`src/hw/rtl/bts_pkg.sv`:
```
// shared types, constants and token packing for the bit transition stream encoder
package bts_pkg;

  // longest pending run of equal bytes before it is flushed
  localparam int unsigned MAX_RUN = 255;

  // most encoded bytes one input transaction can cause
  localparam int unsigned MAX_OUT = 6;
  localparam int unsigned CNT_W   = $clog2(MAX_OUT + 1);

  // fixed output codes
  localparam logic [7:0] RUN_ESCAPE = 8'hFF;
  localparam logic [7:0] ID_BYTE0   = 8'h49;
  localparam logic [7:0] ID_BYTE1   = 8'h24;
  localparam logic [7:0] ID_BYTE2   = 8'h92;
  localparam logic [2:0] TOKEN_MASK = 3'h7;

  // encoded bytes of one input transaction, first byte in the top bits
  typedef struct packed {
    logic [8*MAX_OUT-1:0] bytes;
    logic [CNT_W-1:0]     count;
    logic                 stream_end;
  } result_t;

  // sum tokens S0..S3 in bits 23:12, difference tokens D0..D3 in bits 11:0
  function automatic logic [23:0] pack_transition(input logic [7:0] old_b,
                                                  input logic [7:0] new_b);
    logic [11:0] sums;
    logic [11:0] diffs;
    logic [2:0]  de;
    logic [2:0]  dd;
    logic [2:0]  s;
    logic [2:0]  d;
    sums  = '0;
    diffs = '0;
    for (int k = 0; k < 4; k++) begin
      // bit differences offset by one: 0, 1, 2 stand for -1, 0, +1
      de = 3'({2'b00, old_b[7-2*k]} + 3'd1 - {2'b00, new_b[7-2*k]});
      dd = 3'({2'b00, old_b[6-2*k]} + 3'd1 - {2'b00, new_b[6-2*k]});
      s  = (de + dd) & TOKEN_MASK;
      d  = (de + 3'd2 - dd) & TOKEN_MASK;
      sums[11-3*k -: 3]  = s;
      diffs[11-3*k -: 3] = d;
    end
    return {sums, diffs};
  endfunction

endpackage

```
`src/hw/rtl/bts_encode.sv`:
```
// stream state and per-byte encoding into a block of result bytes
module bts_encode #(
  parameter int unsigned MAX_RUN = bts_pkg::MAX_RUN
) (
  input  logic              clk,
  input  logic              rst,
  input  logic              load,
  input  logic [7:0]        data_byte,
  input  logic              first_byte,
  input  logic              last_byte,
  output bts_pkg::result_t  result
);

  logic [7:0] previous_byte;
  logic [7:0] pending_run;
  logic       stream_open;

  logic [7:0] previous_byte_next;
  logic [7:0] pending_run_next;
  logic       stream_open_next;

  logic [7:0]  run_inc;
  logic [7:0]  flush_count;
  logic [23:0] flush_bytes;
  logic [1:0]  flush_n;
  logic [23:0] word;
  logic [47:0] word_shifted;
  logic        do_flush;

  assign run_inc = pending_run + 8'd1;
  assign word    = bts_pkg::pack_transition(previous_byte, data_byte);

  // which run gets flushed: the grown one on an equal byte, else the old one
  always_comb begin
    if (data_byte == previous_byte) begin
      flush_count = run_inc;
      do_flush    = (run_inc >= 8'(MAX_RUN)) || last_byte;
    end else begin
      flush_count = pending_run;
      do_flush    = 1'b1;
    end
  end

  // run flush bytes, left aligned
  always_comb begin
    if (flush_count >= 8'd2) begin
      flush_bytes = {bts_pkg::RUN_ESCAPE, flush_count, 8'h00};
      flush_n     = 2'd2;
    end else if (flush_count == 8'd1) begin
      flush_bytes = {bts_pkg::ID_BYTE0, bts_pkg::ID_BYTE1, bts_pkg::ID_BYTE2};
      flush_n     = 2'd3;
    end else begin
      flush_bytes = '0;
      flush_n     = 2'd0;
    end
  end

  // transition word placed after the flush bytes
  always_comb begin
    case (flush_n)
      2'd2:    word_shifted = {16'h0000, word, 8'h00};
      2'd3:    word_shifted = {24'h000000, word};
      default: word_shifted = {word, 24'h000000};
    endcase
  end

  // result and next state
  always_comb begin
    previous_byte_next = previous_byte;
    pending_run_next   = pending_run;
    stream_open_next   = stream_open;
    result.bytes       = '0;
    result.count       = '0;
    result.stream_end  = 1'b0;
    if (first_byte || !stream_open) begin
      result.bytes       = {data_byte, 40'h0};
      result.count       = bts_pkg::CNT_W'(1);
      previous_byte_next = data_byte;
      pending_run_next   = 8'd0;
      stream_open_next   = 1'b1;
    end else if (data_byte == previous_byte) begin
      pending_run_next = run_inc;
      if (do_flush) begin
        result.bytes     = {flush_bytes, 24'h000000};
        result.count     = bts_pkg::CNT_W'(flush_n);
        pending_run_next = 8'd0;
      end
    end else begin
      result.bytes       = {flush_bytes, 24'h000000} | word_shifted;
      result.count       = bts_pkg::CNT_W'(flush_n) + bts_pkg::CNT_W'(3);
      pending_run_next   = 8'd0;
      previous_byte_next = data_byte;
    end
    if (last_byte) begin
      result.stream_end = (result.count != '0);
      stream_open_next  = 1'b0;
      pending_run_next  = 8'd0;
    end
  end

  // stream state
  always_ff @(posedge clk) begin
    if (rst) begin
      previous_byte <= 8'd0;
      pending_run   <= 8'd0;
      stream_open   <= 1'b0;
    end else if (load) begin
      previous_byte <= previous_byte_next;
      pending_run   <= pending_run_next;
      stream_open   <= stream_open_next;
    end
  end

  // a closed stream never keeps a pending run
  assert property (@(posedge clk) disable iff (rst) !stream_open |-> pending_run == 8'd0)
    else $error("pending run held while stream closed");

  // the run never reaches the flush limit in state
  assert property (@(posedge clk) disable iff (rst)
    pending_run < 8'(MAX_RUN))
    else $error("pending run at or above limit");

  // a last byte closes the stream
  assert property (@(posedge clk) disable iff (rst) load && last_byte |=> !stream_open)
    else $error("stream still open after last byte");

endmodule

```
`src/hw/rtl/bit_transition_stream_encoder.sv`:
```
// top level: input register, encoder and byte-wide result serializer
// Encodes a byte stream: the first byte of a stream passes raw, each later byte
// that differs from its predecessor becomes three bytes of packed 3-bit sum and
// difference tokens, and runs of equal bytes leave as 0xFF plus count (or
// 49 24 92 for a single byte). An input transaction is held in the input register
// and is encoded in one pass into a result buffer of up to six bytes, which
// leaves one byte per cycle on the master side while m_tready is high. The next
// transaction is taken while the buffer drains; an item yields n encoded bytes:
// 1 for a base byte, 3 for a differing byte, up to 6 when a run is flushed ahead
// of it, 0 for an equal byte that only grows a run.
// The output port at one byte per cycle, while m_tready is high, sets the sustained rate.
module bit_transition_stream_encoder #(
  parameter int unsigned MAX_RUN = bts_pkg::MAX_RUN
) (
  input  logic       clk,
  input  logic       rst,
  input  logic       s_tvalid,
  output logic       s_tready,
  input  logic [7:0] s_tdata,   // [7:0] data_byte
  input  logic       s_tuser,   // [0] first_byte
  input  logic       s_tlast,   // last_byte
  output logic       m_tvalid,
  input  logic       m_tready,
  output logic [7:0] m_tdata,   // [7:0] out_byte
  output logic       m_tlast    // stream_end
);

  logic                     in_valid;
  logic [7:0]               in_data;
  logic                     in_first;
  logic                     in_last;

  logic [8*bts_pkg::MAX_OUT-1:0] out_buf;
  logic [bts_pkg::CNT_W-1:0]     out_cnt;
  logic                          out_end;

  logic              buf_free;
  logic              load;
  logic              take;
  bts_pkg::result_t  result;

  assign take     = m_tvalid && m_tready;
  assign buf_free = (out_cnt == '0) || ((out_cnt == bts_pkg::CNT_W'(1)) && m_tready);
  assign load     = in_valid && buf_free;
  assign s_tready = !in_valid || buf_free;

  // input register
  always_ff @(posedge clk) begin
    if (rst) begin
      in_valid <= 1'b0;
    end else if (s_tready) begin
      in_valid <= s_tvalid;
    end
  end

  always_ff @(posedge clk) begin
    if (s_tvalid && s_tready) begin
      in_data  <= s_tdata;
      in_first <= s_tuser;
      in_last  <= s_tlast;
    end
  end

  bts_encode #(
    .MAX_RUN (MAX_RUN)
  ) u_encode (
    .clk        (clk),
    .rst        (rst),
    .load       (load),
    .data_byte  (in_data),
    .first_byte (in_first),
    .last_byte  (in_last),
    .result     (result)
  );

  // result buffer, drained top byte first
  always_ff @(posedge clk) begin
    if (rst) begin
      out_cnt <= '0;
      out_end <= 1'b0;
    end else if (load) begin
      out_cnt <= result.count;
      out_end <= result.stream_end;
    end else if (take) begin
      out_cnt <= out_cnt - bts_pkg::CNT_W'(1);
    end
  end

  always_ff @(posedge clk) begin
    if (load) begin
      out_buf <= result.bytes;
    end else if (take) begin
      out_buf <= {out_buf[8*bts_pkg::MAX_OUT-9:0], 8'h00};
    end
  end

  assign m_tvalid = (out_cnt != '0);
  assign m_tdata  = out_buf[8*bts_pkg::MAX_OUT-1 -: 8];
  assign m_tlast  = out_end && (out_cnt == bts_pkg::CNT_W'(1));

  // buffer never holds more than one transaction's bytes
  assert property (@(posedge clk) disable iff (rst)
    out_cnt <= bts_pkg::CNT_W'(bts_pkg::MAX_OUT))
    else $error("result buffer over capacity");

  // a held input item waits until the buffer frees up
  assert property (@(posedge clk) disable iff (rst) in_valid && !load |=> in_valid)
    else $error("input item lost");

  // an empty input register always takes a transaction
  assert property (@(posedge clk) disable iff (rst) !in_valid |-> s_tready)
    else $error("input stalled while empty");

  // loading never overwrites undelivered bytes
  assert property (@(posedge clk) disable iff (rst)
    load |-> (out_cnt == '0) || (out_cnt == bts_pkg::CNT_W'(1) && take))
    else $error("result bytes overwritten");

endmodule

```
`config.mk`:
```
export PLATFORM = sky130hd
export DESIGN_NAME = bit_transition_stream_encoder
export DESIGN_NICKNAME = d
export VERILOG_FILES = /design/src/hw/rtl/bts_pkg.sv /design/src/hw/rtl/bts_encode.sv /design/src/hw/rtl/bit_transition_stream_encoder.sv
export SDC_FILE = /design/constraint.sdc
export NUM_CORES = 1
export LEC_CHECK = 0
export BUFFER_PORTS_ARGS = -buffer_cell sky130_fd_sc_hd__buf_2
export CAP_MARGIN = 0
export CORE_MARGIN = 1.5
export CORE_UTILIZATION = 55
export DETAILED_ROUTE_END_ITERATION = 10
export PLACE_DENSITY = 0.78
export SYNTH_ARGS = -nofsm -noshare
export SYNTH_HDL_FRONTEND = slang
export SYNTH_SLANG_ARGS = --single-unit
export TNS_END_PERCENT = 1
```
`constraint.sdc`:
```
create_clock -name clk -period 8.8 [get_ports clk]
set_clock_uncertainty 0.2 [all_clocks]
set_input_delay 0.44 -clock clk [delete_from_list [all_inputs] [get_ports clk]]
set_output_delay 0.44 -clock clk [all_outputs]
set_load 0.1 [all_outputs]
```
==> metrics <==
outcome=finished, final reports clean; worst skew pair latency=0.36 ns; unrepaired setup endpoints after global routing=false; logic gate share of total power=39.7%; clock-pin slew on the worst setup and hold paths=0.08 ns; gpl congestion=0.966; chip height=98.4 um; WL/cell=20.2 um; vias=3820; CTS Buf Count=9; global-route track usage on met2=42.0%; Power Total=1.41 mW; NetSw=581 uW; power density over the cells=269 nW/um^2; gr ovfl total=0; met3 usage=4.40%; Total GRT Usage=26.6%; setup tns final=0 ns; TritonCTS clock tree=done; highest-count cells in the layout ignoring fill and taps=edfxtp_1, ha_1, inv_1; Yosys cell types=59; CTS Buffer Depth=2; DR iter-0 viols=352; pin count of the biggest net entering global routing=54; antenna viol nets, final=0; CP Launch Point=in_data[0]; Root Driver=clkbuf_8; fillers=767; Slew headroom=23.7%; Hold Path End=in_data[6]; # DRC=0; final-report max-slew violation count=0; critical setup path kind=flip-flop to flip-flop; R2R cell count=9; std cell rows=34; hold crit path type=input port to flip-flop; Switching Fraction=41.1%; sequential area share after synthesis=43.6%; Port Buf Inserts=24; CP dominant cell by count=ha_1; Slowest Stage Delay on Critical Path=0.72 ns; main flop type after synthesis=edfxtp_1; Hold Crit Start=s_tdata[6]; leakage=2.05 nW; Antenna Cells=0; Int Power=831 uW; Total Die Area=9690 sq um; cts repair resizes=0; ys async rst share=0%; grt peak-use layer=met2; hpwl dp=8730 um; EDFF count, synth=58; final hold violation count=0; FF-to-FF Start=in_data[0]; post-placement cell count=587; Post-Route WL=12200 um; met1 usage=37.5%; #FFs+latches synth=80; Crit. End Element=flip-flop; Netlist Area Pre-Place=5010 sq um; syn nets=546; via/cell ratio=6.33; initial antenna violation count=0; cell depth of the worst hold path=1; first-pass GRT wire length=19900 um; Clk pwr share=18.6%; drt pass-1 iters=5; Final Critical Period=3.73 ns; reg2reg end=out_buf[10]; Area growth, synth to finish=4.82%; Post-Synthesis Cells=487; vias in the first global route=3637; Syn Area/Cell=10.3 sq um; Layout Nets=549; Final WS setup=5.07 ns; final setup fails=0; Worst-Margin Slew=1.14 ns; CTS Hold Bufs=0; Post CTS Setup Buffer Count=0; YS warnings=0; Worst Path Max Fanout=21; Hold Slack=0.0520 ns; Peak supply drop=0.000119 V; IO Count=25; crit share post-route=42.4%; critical path's slowest cell=and4_1; Max Fclk=268 MHz; starting density of the core=57.2%; H-tree level count=3; layout cells sized above 1=10.1%; Critical Path, Cell by Cell=inv_1 -> ha_1 -> ha_1 -> and4_1 -> nand2_1 -> o31ai_4 -> nand3_4 -> nor3_1 -> a221o_1; reg2reg setup slack=5.07 ns; sequential share of power=41.7%; Max Cap Viol=0; Startpoint Class=flip-flop; CP required=8.83 ns; CTS sink cnt=80; Core Footprint=8760 sq um; Non-Filler Instances=603; most common cell after layout, fill and taps aside=edfxtp_1; die span in x=98.4 um; crit path DAT=3.76 ns; pre-CTS WS=5.16 ns
==> power by group through the flow <==
stage / Combinational [mW] / Sequential (mW) / Clock (mW)
5_1_grt: 0.604 / 0.600 / 0.277
6_report: 0.560 / 0.589 / 0.263
4_1_cts: 0.556 / 0.589 / 0.264
3_3_place_gp: 0.538 / 0.592 / 0
3_5_place_dp: 0.553 / 0.597 / 0
2_1_floorplan: 0.442 / 0.583 / 0
==> registers in the layout, indices dropped and copies added (netlist names) <==
signal                  flops
in_first                    1
in_valid                    1
u_encode.stream_open        1
u_encode.previous_byte      8
out_cnt                     3
in_last                     1
out_end                     1
u_encode.pending_run        8
in_data                     8
out_buf                    48
==> cells in the mapped netlist (2+ instances only) <==
master | instances | area (sq um)
nand2_1 | 34 | 128
xnor2_1 | 21 | 184
mux2i_1 | 12 | 120
nor2_1 | 29 | 109
and4_1 | 3 | 26.3
buf_2 | 8 | 40.0
buf_4 | 9 | 67.6
a221o_1 | 8 | 80.1
a22oi_1 | 15 | 113
a31oi_1 | 4 | 25.0
clkbuf_1 | 13 | 48.8
nor2b_1 | 8 | 50.1
and2_1 | 5 | 31.3
nand3_1 | 13 | 65.1
and3_1 | 4 | 25.0
dfxtp_1 | 22 | 440
edfxtp_1 | 58 | 1740
and3_4 | 2 | 22.5
nor3_1 | 10 | 50.1
buf_6 | 6 | 67.6
o221ai_1 | 5 | 43.8
o211ai_1 | 2 | 15.0
inv_1 | 39 | 146
xor2_1 | 5 | 43.8
or4_1 | 2 | 15.0
a21o_1 | 2 | 15.0
a21oi_1 | 23 | 115
a211oi_1 | 2 | 15.0
o21ai_0 | 28 | 140
a311oi_1 | 7 | 61.3
nand2b_1 | 3 | 18.8
ha_1 | 41 | 513
nand3_4 | 2 | 35.0
o31ai_1 | 3 | 22.5
nand4_1 | 12 | 75.1
fa_1 | 4 | 80.1
==> critical path: cells and delay by family (launching register included) <==
| kind | cells | cell delay (ns) |
|---|---|---|
| AND/OR/NAND/NOR | 4 | 1.73 |
| AO/OA/AOI/OAI | 2 | 0.66 |
| adder cells (fa/ha/maj) | 2 | 0.54 |
| flip-flops | 1 | 0.40 |
| buffers and inverters | 1 | 0.06 |
==> logic make-up (layout without fill, tap and decap cells) <==
group	count (synthesis)	after routing	synth area share (%)
simple gates	132	132	13.8
compound gates	115	115	16.2
flops	80	80	43.6
buf+inv	76	84	7.47
fa+ha+maj	45	45	11.8
xor+xnor	26	26	4.55
mux	13	13	2.62
==> worst max path at each step <==
stage	slack, ns	cells past startpoint	to
after global routing	4.84	9	out_buf[10]
after detailed placement	5.16	9	out_buf[31]
after floorplan	4.90	4	in_data[0]
after CTS	5.15	9	out_buf[31]
final	5.07	9	out_buf[10]
after global placement	5.22	9	out_buf[31]
==> layout make-up <==
type / count / area, sq um / share of cell area (%)
Clock inverter: 5 / 48.8 / 0.929
Clock buffer: 11 / 131 / 2.50
Inverter: 40 / 150 / 2.86
Tap cell: 108 / 135 / 2.57
Timing Repair Buffer: 28 / 150 / 2.86
Sequential cell: 80 / 2180 / 41.6
Multi-Input combinational cell: 331 / 2450 / 46.7
==> stage by stage <==
step	area, sq um	utilization [%]
final	5250	59.9
after detailed placement	5070	57.9
after global routing	5250	59.9
after global placement	5070	57.9
after floorplan	5010	-
after CTS	5250	59.9
==> routing by layer <==
| metal | vias up | routed length [um] |
|---|---|---|
| met5 | - | 0 |
| met4 | 0 | 227 |
| met3 | 22 | 902 |
| met2 | 163 | 5870 |
| met1 | 1854 | 5150 |
| li1 | 1781 | - |
No activity file was read; power rests on OpenSTA's default activity.
